===== src/hdl/msalu_pkg.sv =====
// ----------------------------------------------------------------------------
// msalu_pkg
// item types, operation codes and flag positions shared by the operand alu
// ----------------------------------------------------------------------------
package msalu_pkg;

  // operation kinds
  typedef enum logic [3:0] {
    KIND_AND = 4'd0,
    KIND_OR  = 4'd1,
    KIND_XOR = 4'd2,
    KIND_INC = 4'd3,
    KIND_DEC = 4'd4,
    KIND_RLC = 4'd5,
    KIND_RRC = 4'd6,
    KIND_RL  = 4'd7,
    KIND_RR  = 4'd8,
    KIND_SLA = 4'd9,
    KIND_SRA = 4'd10,
    KIND_SLL = 4'd11,
    KIND_SRL = 4'd12,
    KIND_RLD = 4'd13,
    KIND_RRD = 4'd14,
    KIND_NOP = 4'd15
  } kind_e;

  // operand sizes
  localparam logic [1:0] SIZE_BYTE = 2'd0;
  localparam logic [1:0] SIZE_WORD = 2'd1;
  localparam logic [1:0] SIZE_LONG = 2'd2;

  // flag bit positions
  localparam int unsigned FLAG_S = 7;
  localparam int unsigned FLAG_Z = 6;
  localparam int unsigned FLAG_H = 4;
  localparam int unsigned FLAG_V = 2;
  localparam int unsigned FLAG_N = 1;
  localparam int unsigned FLAG_C = 0;

  typedef struct packed {
    logic [3:0]  kind;
    logic [1:0]  op_size;
    logic [31:0] mem_value;
    logic [31:0] reg_operand;
    logic [2:0]  inc_count;
    logic [7:0]  acc_in;
    logic [7:0]  flags_in;
  } in_item_t;

  typedef struct packed {
    logic [31:0] value_out;
    logic [7:0]  acc_out;
    logic [7:0]  flags_out;
  } out_item_t;

endpackage


===== src/hdl/msalu_calc.sv =====
// ----------------------------------------------------------------------------
// msalu_calc
// combinational datapath: logic ops, inc/dec, shifts, rotates, nibble rotates
// ----------------------------------------------------------------------------
module msalu_calc (
  input  msalu_pkg::in_item_t  item_i,
  output msalu_pkg::out_item_t result_o
);

  logic [31:0] mask;
  logic [31:0] d;
  logic [31:0] s;
  logic [31:0] logic_r;
  logic [15:0] d16;
  logic [15:0] inc_r;
  logic [15:0] dec_r;
  logic [15:0] shl;
  logic [15:0] shr;
  logic [15:0] sh_r;
  logic [15:0] ins_mask;
  logic [3:0]  cnt;
  logic [4:0]  lo_sum;
  logic        is_word;
  logic        d_msb;
  logic        cin;
  logic        left;
  logic        lsb_in;
  logic        msb_in;
  logic        cout;
  logic        size_ok;
  logic        logic_s;
  logic        logic_par;
  logic [15:0] id_r;
  logic        id_msb;
  logic [7:0]  mbyte;
  logic [7:0]  nib_a;
  logic [7:0]  nib_r;
  logic [7:0]  f;
  logic [31:0] value;
  logic [7:0]  acc;

  assign is_word = (item_i.op_size == msalu_pkg::SIZE_WORD);
  assign size_ok = (item_i.op_size == msalu_pkg::SIZE_BYTE) || is_word;
  assign cin     = item_i.flags_in[msalu_pkg::FLAG_C];
  assign cnt     = (item_i.inc_count == 3'd0) ? 4'd8 : {1'b0, item_i.inc_count};

  always_comb begin
    case (item_i.op_size)
      msalu_pkg::SIZE_BYTE: mask = 32'h0000_00FF;
      msalu_pkg::SIZE_WORD: mask = 32'h0000_FFFF;
      default:              mask = 32'hFFFF_FFFF;
    endcase
  end

  assign d     = item_i.mem_value & mask;
  assign s     = item_i.reg_operand & mask;
  assign d16   = d[15:0];
  assign d_msb = is_word ? d16[15] : d16[7];

  // logic ops
  always_comb begin
    case (item_i.kind)
      msalu_pkg::KIND_AND: logic_r = d & s;
      msalu_pkg::KIND_OR:  logic_r = d | s;
      default:             logic_r = d ^ s;
    endcase
    case (item_i.op_size)
      msalu_pkg::SIZE_BYTE: logic_s = logic_r[7];
      msalu_pkg::SIZE_WORD: logic_s = logic_r[15];
      default:              logic_s = logic_r[31];
    endcase
  end
  // upper bits are masked, so the 16-bit parity covers byte size too
  assign logic_par = ~(^logic_r[15:0]);

  // increment / decrement
  assign inc_r  = (d16 + {12'b0, cnt}) & mask[15:0];
  assign dec_r  = (d16 - {12'b0, cnt}) & mask[15:0];
  assign lo_sum = {1'b0, d16[3:0]} + {1'b0, cnt};
  assign id_r   = (item_i.kind == msalu_pkg::KIND_INC) ? inc_r : dec_r;
  assign id_msb = is_word ? id_r[15] : id_r[7];

  // shifts and rotates
  always_comb begin
    left   = (item_i.kind == msalu_pkg::KIND_RLC) || (item_i.kind == msalu_pkg::KIND_RL) ||
             (item_i.kind == msalu_pkg::KIND_SLA) || (item_i.kind == msalu_pkg::KIND_SLL);
    case (item_i.kind)
      msalu_pkg::KIND_RLC: lsb_in = d_msb;
      msalu_pkg::KIND_RL:  lsb_in = cin;
      default:             lsb_in = 1'b0;
    endcase
    case (item_i.kind)
      msalu_pkg::KIND_RRC: msb_in = d16[0];
      msalu_pkg::KIND_RR:  msb_in = cin;
      msalu_pkg::KIND_SRA: msb_in = d_msb;
      default:             msb_in = 1'b0;
    endcase
    ins_mask = is_word ? {msb_in, 15'b0} : {8'b0, msb_in, 7'b0};
    shl      = {d16[14:0], lsb_in} & mask[15:0];
    shr      = {1'b0, d16[15:1]} | ins_mask;
    sh_r     = left ? shl : shr;
    cout     = left ? d_msb : d16[0];
  end

  // nibble rotates, always on a byte
  assign mbyte = item_i.mem_value[7:0];
  always_comb begin
    if (item_i.kind == msalu_pkg::KIND_RLD) begin
      nib_a = {item_i.acc_in[7:4], mbyte[7:4]};
      nib_r = {mbyte[3:0], item_i.acc_in[3:0]};
    end else begin
      nib_a = {item_i.acc_in[7:4], mbyte[3:0]};
      nib_r = {item_i.acc_in[3:0], mbyte[7:4]};
    end
  end

  // result selection; anything unsupported passes the operands through
  always_comb begin
    value = item_i.mem_value;
    acc   = item_i.acc_in;
    f     = item_i.flags_in;
    if ((item_i.kind == msalu_pkg::KIND_AND || item_i.kind == msalu_pkg::KIND_OR ||
         item_i.kind == msalu_pkg::KIND_XOR) && item_i.op_size <= msalu_pkg::SIZE_LONG) begin
      value = logic_r;
      f[msalu_pkg::FLAG_Z] = (logic_r == 32'd0);
      f[msalu_pkg::FLAG_S] = logic_s;
      if (item_i.op_size != msalu_pkg::SIZE_LONG) begin
        f[msalu_pkg::FLAG_V] = logic_par;
      end
      f[msalu_pkg::FLAG_H] = (item_i.kind == msalu_pkg::KIND_AND);
      f[msalu_pkg::FLAG_N] = 1'b0;
      f[msalu_pkg::FLAG_C] = 1'b0;
    end else if ((item_i.kind == msalu_pkg::KIND_INC || item_i.kind == msalu_pkg::KIND_DEC) &&
                 size_ok) begin
      value = {16'b0, id_r};
      f[msalu_pkg::FLAG_Z] = (id_r == 16'd0);
      f[msalu_pkg::FLAG_S] = id_msb;
      if (item_i.kind == msalu_pkg::KIND_INC) begin
        f[msalu_pkg::FLAG_H] = (lo_sum > 5'd15);
        f[msalu_pkg::FLAG_V] = !d_msb && id_msb;
        f[msalu_pkg::FLAG_N] = 1'b0;
      end else begin
        f[msalu_pkg::FLAG_H] = (d16[3:0] < cnt);
        f[msalu_pkg::FLAG_V] = d_msb && !id_msb;
        f[msalu_pkg::FLAG_N] = 1'b1;
      end
    end else if (item_i.kind >= msalu_pkg::KIND_RLC && item_i.kind <= msalu_pkg::KIND_SRL &&
                 size_ok) begin
      value = {16'b0, sh_r};
      f[msalu_pkg::FLAG_C] = cout;
      f[msalu_pkg::FLAG_S] = is_word ? sh_r[15] : sh_r[7];
      f[msalu_pkg::FLAG_Z] = (sh_r == 16'd0);
      f[msalu_pkg::FLAG_V] = ~(^sh_r);
      // rl and rr keep h and n
      if (item_i.kind != msalu_pkg::KIND_RL && item_i.kind != msalu_pkg::KIND_RR) begin
        f[msalu_pkg::FLAG_H] = 1'b0;
        f[msalu_pkg::FLAG_N] = 1'b0;
      end
    end else if (item_i.kind == msalu_pkg::KIND_RLD || item_i.kind == msalu_pkg::KIND_RRD) begin
      value = {24'b0, nib_r};
      acc   = nib_a;
      f[msalu_pkg::FLAG_S] = nib_a[7];
      f[msalu_pkg::FLAG_Z] = (nib_a == 8'd0);
      f[msalu_pkg::FLAG_V] = ~(^nib_a);
      f[msalu_pkg::FLAG_H] = 1'b0;
      f[msalu_pkg::FLAG_N] = 1'b0;
    end
  end

  assign result_o.value_out = value;
  assign result_o.acc_out   = acc;
  assign result_o.flags_out = f;

endmodule


===== src/hdl/mem_operand_logic_shift_alu.sv =====
// ----------------------------------------------------------------------------
// mem_operand_logic_shift_alu
// operand alu for logic, inc/dec, shift/rotate and nibble rotate instructions
// ----------------------------------------------------------------------------
// Each item carries one instruction's operands (kind, size, memory value,
// register operand, inc/dec count, accumulator and flags) and yields one
// result item with the value to write back, the new accumulator and the new
// flags. The block is a two-register pipeline: an input register feeds the
// combinational datapath, whose answer lands in a result register. A new
// item is taken every cycle unless in_stall_o is high; an accepted item
// moves from the input register into the result register, where it is
// shown on out_item_o. Throughput is set by the single datapath pass
// between the two registers. Both stages hold their item while the next
// stage is stalled, so no item is lost; in_stall_o rises only when both
// registers are full and the output is stalled. Unsupported kinds or sizes
// return the memory value, accumulator and flags unchanged.
// ----------------------------------------------------------------------------
module mem_operand_logic_shift_alu (
  input  logic                 clk_i,
  input  logic                 rst_ni,
  // input channel
  input  logic                 in_valid_i,
  output logic                 in_stall_o,
  input  msalu_pkg::in_item_t  in_item_i,
  // result channel
  output logic                 out_valid_o,
  input  logic                 out_stall_i,
  output msalu_pkg::out_item_t out_item_o
);

  // input register
  logic                 in_valid_q;
  msalu_pkg::in_item_t  in_item_q;
  // result register
  logic                 out_valid_q;
  msalu_pkg::out_item_t out_item_q;
  msalu_pkg::out_item_t out_item_d;

  logic s1_ready;
  logic s2_ready;

  // a stage can load when it is empty or its item leaves this cycle
  assign s2_ready   = !out_valid_q || !out_stall_i;
  assign s1_ready   = !in_valid_q || s2_ready;
  assign in_stall_o = !s1_ready;

  always_ff @(posedge clk_i or negedge rst_ni) begin
    if (!rst_ni) begin
      in_valid_q  <= 1'b0;
      out_valid_q <= 1'b0;
    end else begin
      if (s1_ready) begin
        in_valid_q <= in_valid_i;
      end
      if (s2_ready) begin
        out_valid_q <= in_valid_q;
      end
    end
  end

  // payload registers, no reset needed
  always_ff @(posedge clk_i) begin
    if (s1_ready && in_valid_i) begin
      in_item_q <= in_item_i;
    end
    if (s2_ready && in_valid_q) begin
      out_item_q <= out_item_d;
    end
  end

  // single pass through the datapath
  msalu_calc u_calc (
    .item_i   (in_item_q),
    .result_o (out_item_d)
  );

  assign out_valid_o = out_valid_q;
  assign out_item_o  = out_item_q;

endmodule


===== config.mk =====
export PLATFORM = sky130hd
export DESIGN_NAME = mem_operand_logic_shift_alu
export DESIGN_NICKNAME = d
export VERILOG_FILES = /design/src/hdl/msalu_pkg.sv /design/src/hdl/msalu_calc.sv /design/src/hdl/mem_operand_logic_shift_alu.sv
export SDC_FILE = /design/constraint.sdc
export NUM_CORES = 1
export LEC_CHECK = 0
export ABC_AREA = 1
export BUFFER_PORTS_ARGS = -buffer_cell sky130_fd_sc_hd__buf_2
export CAP_MARGIN = 20
export CORE_AREA = 2 2 143 173
export CTS_BUF_LIST = sky130_fd_sc_hd__clkbuf_2
export CTS_CLUSTER_DIAMETER = 80
export DETAILED_ROUTE_END_ITERATION = 10
export DIE_AREA = 0 0 145 175
export MAX_ROUTING_LAYER = met4
export PLACE_DENSITY = 0.67
export RECOVER_POWER = 100
export SYNTH_ARGS = -nofsm -noshare
export SYNTH_HDL_FRONTEND = slang
export SYNTH_HIERARCHICAL = 1
export SYNTH_SLANG_ARGS = --single-unit

===== constraint.sdc =====
create_clock -name clk_i -period 3 [get_ports clk_i]
set_input_delay 0.15 -clock clk_i [delete_from_list [all_inputs] [get_ports clk_i]]
set_output_delay 0.15 -clock clk_i [all_outputs]
set_load 0.01 [all_outputs]

==> out/results.tsv, run 1 <==
stage	metric	value	unit
place	post_dp_cell_area	10900	sq um
routing	drtIter0Drc	717	
final_layout	design_area	12300	sq um
floorplan	start_util	0.397	
yosys	synth_edf_count	137	
pwr	power_leakage	5.70	nW
clock_tree	cts_root_buf	clkbuf_2	
timing	clock.fmax	0.336	GHz
setup_path	critical_path.n_buffers_inverters	3	
final_layout	multi_input_area	4680	sq um
setup_path	arrival	3.57	ns
pwr	power.density	436	nW/um^2
routing	via_per_inst	5.06	
global_routing	grt_pass1_vias	8453	
setup_path	cp_data_required_time	3.59	ns
setup_path	crit_path_start_kind	flip-flop	
setup_path	crit_family	flip-flops	
routing	first_pass_iters	8	
floorplan	rows	62	
routing	ant_nets	0	
global_routing	antenna_found_initial	1	
floorplan	ios	143	
pwr	power	5.36	mW
place	io_buffer_count	142	
yosys	synth_nets	1255	
setup_path	cp_common_cell	nand2_1	
setup_path	cpPeakStageDelay	0.52	ns
setup_path	r2r_end	out_item_o[2]	
final_layout	seq_area	4160	sq um
yosys	syn_inst	1053	
hold_path	hold_start	in_item_i[31]	
setup_path	r2r-start	in_item_q[87]	
hold_path	hp-class	input port to flip-flop	
final_layout	fin_cells	1685	
clock_tree	insertion_delay	0.78	ns
setup_path	critPathCaptureType	flip-flop	
final_layout	fin_nets	1553	
timing	tightest_slew	1.45	ns
timing	rsz0062_at_grt	yes	
place	place.gp.congestion	0.990	
routing	vias	8522	
global_routing	grt_max_degree	59	
clock_tree	clock_sinks	139	
setup_path	worst-setup-path-type	flip-flop to flip-flop	
routing	wl_per_cell	17.3	um
setup_path	path_depth	15	
floorplan	die_w	145	um
clock_tree	cts_tree	built	
timing	finalCritPeriodShare	0.992	
yosys	netlist_area	9400	sq um
timing	finalMaxSlewViolations	0	
clock_tree	h-tree-depth	4	
timing	finalSetupViolations	0	
setup_path	cp_cell_sequence	buf_4 > nand2_2 > nand3_2 > buf_4 > o21ai_0 > ha_1 > xnor2_1 > xnor2_1 > xnor2_1 > nand2_1 > nand2_1 > nand2_1 > nand2_1 > inv_1 > nand2_1	
routing	drcViolationCount	0	
floorplan	coreArea	23700	sq um
yosys	synth-seq-cells	139	
run_status	run_status	finished, violations left	
final_layout	num-fill-cells	2157	
timing	period_minus_slack	2.98	ns
setup_path	cpMaxStageDelayCell	edfxtp_1	
hold_path	hold_depth	2	
floorplan	die_area	25400	sq um
setup_path	cp-startpoint	in_item_q[87]	
yosys	ys.flop_type	edfxtp_1	
routing	wl	29200	um
floorplan	die_h	175	um
final_layout	drive_above_1_share	0.204	
timing	finClkSkew	0.0412	ns
yosys	synth_area_per_cell	8.93	sq um
setup_path	r2r_cells	15	
hold_path	min_to	in_item_q[31]	
clock_tree	clk_pin_slew	0.25	ns
global_routing	grt.overflow.total	0	
pwr	peakVddDrop	0.364	mV
yosys	ys_seq_area_frac	0.443	
global_routing	grt_usage	0.235	
timing	slew_headroom	0.0281	
global_routing	grt_first_pass_wirelength	44600	um
clock_tree	clock_path_buffers	2	
place	dp.cells	1546	
yosys	ys_types	51	
run_status	violations	max-capacitance violations	
place	dp_hpwl	20500	um
yosys	async_flop_share	0.0144	
timing	finalHoldViolations	0	
yosys	ys_warn_count	6	
setup_path	r2r_setup_slack	0.02	ns
flow_run	drv_cap	1	
clock_tree	cts_buffers	17	
setup_path	crit_path_max_fanout	13	
final_layout	area_delta_synth_final	30.8	%
metrics by stage:
| step | hold WS [ns] | setup WS, ns | TNS (ns) | util |
|---|---|---|---|---|
| 2_1_floorplan | -0.146 | 0.153 | 0 | - |
| 3_5_place_dp | -0.0634 | -0.0341 | -0.0839 | 0.460 |
| 4_1_cts | 0.00596 | 0.00563 | 0 | 0.512 |
| 3_3_place_gp | -0.0646 | -0.0272 | -0.0485 | 0.460 |
| 6_report | 0.0759 | 0.0229 | 0 | 0.520 |
| 5_1_grt | 0.0172 | -0.0329 | -0.0595 | 0.520 |
worst max-delay path by stage:
stage	endpoint	slack, ns
floorplan	out_item_o[2]	0.15
global placement	out_item_o[2]	-0.03
detailed placement	out_item_o[2]	-0.03
CTS	out_item_o[7]	0.006
global route	out_item_o[2]	-0.03
finish	out_item_o[2]	0.02
Yosys cell counts (16+ instances only):
master    number  area (sq um)
inv_1        138           518
edfxtp_1     137          4110
o221ai_1      16           140
a21oi_1       39           195
ha_1         107          1340
o21ai_0       55           275
xnor2_1       18           158
nand2_1      281          1050
nor2_1        56           210
nand3_1       36           180
o211ai_1      17           128
cells by family after synthesis:
logic type | count (synthesis) | share of synthesized area
compound gates | 174 | 0.115
xor+xnor | 21 | 0.0196
fa+ha+maj | 109 | 0.147
buf+inv | 192 | 0.0842
flops | 139 | 0.443
simple gates | 418 | 0.192
layer usage:
layer / wire length [um] / up-vias / share of wire / track usage
met2: 15000 / 333 / 0.51 / 0.415
met5: 0 / - / 0 / -
met4: 1060 / 0 / 0.036 / 0.104
met3: 1780 / 77 / 0.061 / 0.0345
li1: - / 4147 / - / -
met1: 11400 / 3965 / 0.39 / 0.265
repair_timing:
item / 4_1_cts / 5_1_grt
buffers inserted: 1 / 10
pin swaps: 0 / 16
gates resized for setup: 2 / 52
hold endpoints to repair: 130 / 0
endpoints found under the setup margin: 4 / 12
hold buffers: 95 / 0
registers in the layout (all words and copies together), names as in the netlist:
register and count:
out_valid_o 1, in_item_q 89, in_valid_q 1, out_item_o 48
layout make-up:
type	count	share of cell area
Multi-Input combinational cell	722	0.380
Clock inverter	15	0.0135
Timing Repair Buffer	318	0.180
Inverter	153	0.0474
Clock buffer	17	0.00692
Tap cell	320	0.0325
Antenna cell	1	0.000203
Sequential cell	139	0.338
placed cells by master (no fill, tap or decap), types with 14 or more instances in the layout:
| cell | n |
|---|---|
| buf_4 | 73 |
| buf_2 | 77 |
| nand2_2 | 18 |
| clkbuf_1 | 64 |
| ha_1 | 98 |
| o22ai_1 | 14 |
| o21ai_0 | 54 |
| nor2_1 | 47 |
| nand3_1 | 34 |
| nand2_1 | 269 |
| inv_1 | 137 |
| xnor2_1 | 17 |
| dlygate4sd3_1 | 95 |
| a21oi_1 | 33 |
| o211ai_1 | 17 |
| clkbuf_2 | 21 |
| edfxtp_1 | 137 |
worst register-to-register path, cell delays in order (launching register included):
cell	delay, ns
edfxtp_1	0.52
buf_4	0.19
nand2_2	0.10
nand3_2	0.12
buf_4	0.22
o21ai_0	0.50
ha_1	0.34
xnor2_1	0.14
xnor2_1	0.24
xnor2_1	0.10
nand2_1	0.06
nand2_1	0.06
nand2_1	0.07
nand2_1	0.05
inv_1	0.05
nand2_1	0.04
power by group:
group          internal (mW)  switching [mW]
Sequential              2.34          0.0734
Combinational          0.745            1.04
Clock                  0.399           0.767
(Power assumes the default switching activity.)
==> inputs of run 2 (changes only) <==
CORE_AREA = 8 8 149 179   (was 2 2 143 173)
DIE_AREA = 0 0 157 187   (was 0 0 145 175)
==> run 2 against run 1 <==
Compared with the run above: highest routed layer unchanged; first-iteration DRC count down 15%; via count up 2.1%; the run ends with max-capacitance violations, max-slew violations left; flip-flop and latch count unchanged; clock-buffer cell count unchanged; sequential share of layout area down 1.3 points; total power up 5.6%; die area up 16%; wire length up 3.7%; register-to-register slack better by 0.09 ns.
==> out/results.tsv, run 2 (same netlist as run 1, synthesis figures left out) <==
stage	metric	value	unit
run_status	run_status	finished, violations left	
run_status	violations	max-capacitance violations, max-slew violations	
setup_path	arrival	3.47	ns
routing	first_pass_iters	6	
floorplan	rows	62	
place	dp_hpwl	21000	um
timing	slew_headroom	-0.0261	
clock_tree	cts_root_buf	clkbuf_2	
global_routing	grt_pass1_vias	8710	
clock_tree	insertion_delay	0.81	ns
clock_tree	clk_pin_slew	0.25	ns
pwr	power_leakage	5.89	nW
hold_path	hold_start	in_item_i[34]	
pwr	peakVddDrop	0.318	mV
routing	wl	30300	um
setup_path	cpMaxStageDelayCell	edfxtp_1	
timing	finalCritPeriodShare	0.963	
routing	via_per_inst	5.08	
setup_path	cp_data_required_time	3.58	ns
routing	drcViolationCount	0	
floorplan	start_util	0.397	
final_layout	design_area	12800	sq um
floorplan	die_area	29400	sq um
place	place.gp.congestion	0.977	
setup_path	worst-setup-path-type	flip-flop to flip-flop	
clock_tree	h-tree-depth	4	
final_layout	drive_above_1_share	0.215	
pwr	p_switching	1.94	mW
final_layout	area_delta_synth_final	36.0	%
setup_path	critPathCaptureType	flip-flop	
pwr	power.density	443	nW/um^2
timing	finClkSkew	0.0752	ns
timing	finalSetupViolations	0	
global_routing	grt_usage	0.207	
setup_path	cp_common_cell	nand2_1	
pwr	seqPwrFrac	0.426	
global_routing	grt_max_degree	60	
clock_tree	cts_buffers	17	
hold_path	min_to	in_item_q[34]	
routing	vias	8705	
flow_run	drv_cap	1	
final_layout	largest_register_ffs	89	
setup_path	crit_path_start_kind	flip-flop	
routing	ant_nets	0	
global_routing	grt_first_pass_wirelength	45700	um
setup_path	crit_family	adder cells	
global_routing	grt.overflow.total	0	
timing	hold_ws	0.0607	ns
clock_tree	clock_sinks	139	
clock_tree	cts_tree	built	
place	post_dp_cell_area	10800	sq um
final_layout	fin_util	0.540	
pwr	pwr-share-comb	0.333	
setup_path	cpPeakStageDelay	0.49	ns
timing	tightest_slew	1.54	ns
timing	clock.fmax	0.346	GHz
final_layout	final_cell_mix	266 x nand2_1, 137 x edfxtp_1, 135 x inv_1, 126 x dlygate4sd3_1, 96 x ha_1	
timing	finalHoldViolations	0	
clock_tree	clock_path_buffers	2	
final_layout	num-fill-cells	2144	
setup_path	r2r-start	in_item_q[83]	
timing	period_minus_slack	2.89	ns
final_layout	largest_register	in_item_q	
floorplan	die_h	187	um
routing	drtIter0Drc	609	
pwr	p_clk_frac	0.241	
floorplan	ios	143	
setup_path	critical_path.n_buffers_inverters	3	
timing	finalMaxSlewViolations	49	
routing	wl_per_cell	17.7	um
hold_path	hp-class	input port to flip-flop	
setup_path	r2r_end	out_item_o[2]	
setup_path	cp_cell_sequence	nor2_4 > clkinv_4 > buf_6 > nand2_1 > ha_1 > o221ai_2 > ha_1 > xnor2_2 > xnor2_2 > nand2_1 > o21ai_0 > o21ai_0 > nand2_1 > inv_1 > nand2_1	
hold_path	hold_depth	2	
floorplan	coreArea	23700	sq um
global_routing	antenna_found_initial	2	
pwr	power	5.67	mW
final_layout	final_common_cell	nand2_1	
final_layout	fin_nets	1582	
place	io_buffer_count	142	
timing	fin_tns_setup	0	ns
pwr	netSwitchingFraction	0.342	
setup_path	r2r_cells	15	
pwr	cell_internal_pwr	3.73	mW
setup_path	crit_path_max_fanout	8	
setup_path	r2r_setup_slack	0.11	ns
floorplan	die_w	157	um
## run 2: per-layer routing
metal,vias up,global-route usage,part of all wire
met5,-,-,0
met4,0,0.0915,0.033
met3,70,0.0381,0.061
met2,329,0.352,0.51
met1,4106,0.231,0.40
li1,4200,-,-
## run 2: cell type report
class / instances / area [sq um] / area share
repair buffers: 347 / 2550 / 0.199
clock buffers: 17 / 85.1 / 0.00665
well taps: 320 / 400 / 0.0313
inverters: 153 / 583 / 0.0456
flip-flops and latches: 139 / 4160 / 0.326
multi-input cells: 722 / 4790 / 0.375
clock inverters: 15 / 210 / 0.0164
diodes: 2 / 5.00 / 0.000391
## run 2: worst reg2reg max path, delay by kind of cell (launching register included)
kind                     cells  cell delay [ns]
adder cells (fa/ha/maj)      2             0.55
AND/OR/NAND/NOR              5             0.52
flip-flops                   1             0.49
AO/OA/AOI/OAI                3             0.46
buffers and inverters        3             0.36
XOR/XNOR                     2             0.31
## run 2: worst max path at each step
stage	slack [ns]	endpoint	cells past startpoint	from
2_1_floorplan	0.15	out_item_o[2]	16	in_item_q[84]
3_3_place_gp	-0.01	out_item_o[6]	17	in_item_q[85]
3_5_place_dp	-0.05	out_item_o[6]	17	in_item_q[85]
4_1_cts	0.02	out_item_o[6]	14	in_item_q[84]
5_1_grt	-0.03	out_item_o[6]	19	in_item_q[17]
6_report	0.11	out_item_o[2]	15	in_item_q[83]
## run 2: power by group through the flow
stage	combinational, mW	sequential (mW)	clock, mW
global route	2.06	2.43	1.46
global placement	1.56	2.45	0
finish	1.89	2.41	1.36
floorplan	0.986	2.48	0
CTS	1.71	2.41	1.38
detailed placement	1.58	2.45	0
## run 2: metrics by stage
stage	setup slack, ns	std cells
6_report	0.110	1715
3_5_place_dp	-0.0543	1540
5_1_grt	-0.0268	1715
3_3_place_gp	-0.0117	1540
4_1_cts	0.0171	1693
2_1_floorplan	0.153	1053
## run 2: what timing repair did
action,4_1_cts,5_1_grt
endpoints found under the hold margin,93,7
gates cloned,0,0
hold buffers,119,7
resized for setup,0,87
pin swaps,0,26
endpoints found under the setup margin,3,13
buffers inserted,2,13
==> inputs of run 3 (changes only) <==
PLACE_DENSITY = 0.65   (was 0.67)
clock period = 3.66 ns   (was 3 ns; I/O delays follow)
==> run 3 against run 2 <==
Compared with the run above: the flow still finishes with violations (max-capacitance violations, max-slew violations); core utilization down 5.6 points; first-iteration DRC count down 17%; cell area is 10% lower; total power shrank 27%; global-route usage is 0.54 points lower; worst setup slack improved by 0.17 ns; wire length decreased by 6.7%; critical endpoint is now out_item_o[19]; largest power group unchanged.
==> out/results.tsv, run 3 (same netlist as run 1, synthesis figures left out) <==
stage	metric	value	unit
place	place.gp.congestion	0.947	
hold_path	hp-class	input port to flip-flop	
global_routing	grt_pass1_vias	8462	
routing	ant_nets	0	
final_layout	num-fill-cells	2266	
timing	rsz0062_at_grt	no	
setup_path	critPathCaptureType	flip-flop	
setup_path	cp_data_required_time	4.21	ns
final_layout	largest_register_ffs	89	
routing	wl	28300	um
setup_path	r2r-start	in_item_q[84]	
final_layout	fin_cells	1619	
place	post_dp_cell_area	10400	sq um
setup_path	arrival	3.93	ns
timing	finClkSkew	0.0516	ns
setup_path	cp-startpoint	in_item_q[84]	
global_routing	grt.overflow.total	0	
floorplan	die_w	157	um
setup_path	worst-setup-path-type	flip-flop to flip-flop	
floorplan	start_util	0.397	
clock_tree	post_cts_resized	0	
routing	vias	8264	
timing	finalCritPeriodShare	0.924	
routing	wl_per_cell	17.5	um
run_status	violations	max-capacitance violations, max-slew violations	
timing	tightest_slew	2.29	ns
floorplan	ios	143	
setup_path	crit_path_start_kind	flip-flop	
final_layout	final_cell_mix	282 x nand2_1, 139 x inv_1, 137 x edfxtp_1, 107 x ha_1, 96 x dlygate4sd3_1	
timing	slew_headroom	-0.527	
clock_tree	cts_buffers	17	
final_layout	final_common_cell	nand2_1	
run_status	run_status	finished, violations left	
final_layout	area_delta_synth_final	22.0	%
routing	drcViolationCount	0	
timing	setup_ws	0.277	ns
final_layout	drive_above_1_share	0.125	
place	dp.cells	1489	
timing	finalHoldViolations	0	
clock_tree	cts_tree	built	
floorplan	die_area	29400	sq um
place	io_buffer_count	142	
clock_tree	clock_sinks	139	
final_layout	fin_nets	1486	
place	dp_hpwl	20100	um
clock_tree	clk_pin_slew	0.22	ns
clock_tree	cts_root_buf	clkbuf_2	
floorplan	rows	62	
global_routing	grt_first_pass_wirelength	44500	um
clock_tree	h-tree-depth	4	
global_routing	grt_usage	0.201	
pwr	power_leakage	5.32	nW
setup_path	crit_path_max_fanout	35	
final_layout	largest_register	in_item_q	
timing	clock.fmax	0.296	GHz
flow_run	drv_cap	1	
clock_tree	cts_setup_buffers	0	
floorplan	die_h	187	um
hold_path	hold_start	in_item_i[78]	
final_layout	fin_util	0.485	
pwr	power.density	359	nW/um^2
routing	via_per_inst	5.10	
routing	drtIter0Drc	503	
pwr	peakVddDrop	0.232	mV
global_routing	grt_max_degree	90	
floorplan	coreArea	23700	sq um
timing	fin_tns_setup	0	ns
timing	finalSetupViolations	0	
place	place_ws	0.420	ns
routing	first_pass_iters	5	
timing	period_minus_slack	3.38	ns
clock_tree	clock_path_buffers	2	
timing	finalMaxSlewViolations	90	
clock_tree	insertion_delay	0.77	ns
final_layout	design_area	11500	sq um
global_routing	antenna_found_initial	2	
run 3: cell types whose count changed in the layout (fill, tap and decap cells not counted), sizes merged:
cell	delta
clkbuf	-1
clkinv	+2
buf	-64
dlygate4sd3	-30
bufinv	-3
inv	-2
clkinvlp	+2
run 3: per-layer routing:
| metal | routed length [um] | up-vias | global-route usage | share of wire |
|---|---|---|---|---|
| met5 | 0 | - | - | 0 |
| met4 | 733 | 0 | 0.0778 | 0.026 |
| met3 | 1220 | 51 | 0.0289 | 0.043 |
| met2 | 14400 | 270 | 0.348 | 0.51 |
| met1 | 11900 | 3926 | 0.230 | 0.42 |
| li1 | - | 4017 | - | - |
run 3: timing repair:
| action | CTS | global route |
|---|---|---|
| endpoints found under the hold margin | 93 | 0 |
| setup endpoints to repair | 0 | 0 |
| hold buffers | 96 | 0 |
run 3: worst paths after layout:
path | endpoint | slack, ns | cells past startpoint
setup / recovery | out_item_o[19] | 0.28 | 9
hold / removal | in_item_q[78] | 0.12 | 2
setup reg to reg | out_item_o[19] | 0.28 | 9
hold reg to reg | out_item_o[5] | 0.45 | 0
max in group asynchronous | in_valid_q | 3.24 | 3
min in group asynchronous | out_valid_o | 0.30 | 3
run 3: area by class of cell:
cell class              instances  area, sq um  share of cell area
diodes                          2         5.00            0.000436
flip-flops and latches        139         4160               0.363
well taps                     320          400              0.0349
inverters                     153          578              0.0504
multi-input cells             722         4420               0.386
clock inverters                14          121              0.0106
repair buffers                251         1690               0.147
clock buffers                  18         90.1             0.00785
run 3: power breakdown:
| group | switching (mW) | internal, mW |
|---|---|---|
| Combinational | 0.776 | 0.500 |
| Sequential | 0.0706 | 1.92 |
| Clock | 0.601 | 0.247 |
| Total | 1.45 | 2.67 |
run 3: worst max-delay path, stage by stage, from the launching register on:
cell and delay, ns:
edfxtp_1 0.45, buf_4 0.37, nand2_1 0.16, nand3_1 0.74, inv_2 0.38, nor2_2 0.45
inv_1 0.20, a21oi_1 0.15, o21ai_0 0.12, o211ai_1 0.16
run 3: stage by stage:
step / power [mW] / hold slack [ns]
3_3_place_gp: 3.21 / -0.0313
4_1_cts: 4.17 / 0.00904
5_1_grt: 4.39 / 0.0231
3_5_place_dp: 3.22 / -0.0310
6_report: 4.12 / 0.122
2_1_floorplan: 2.84 / -0.113
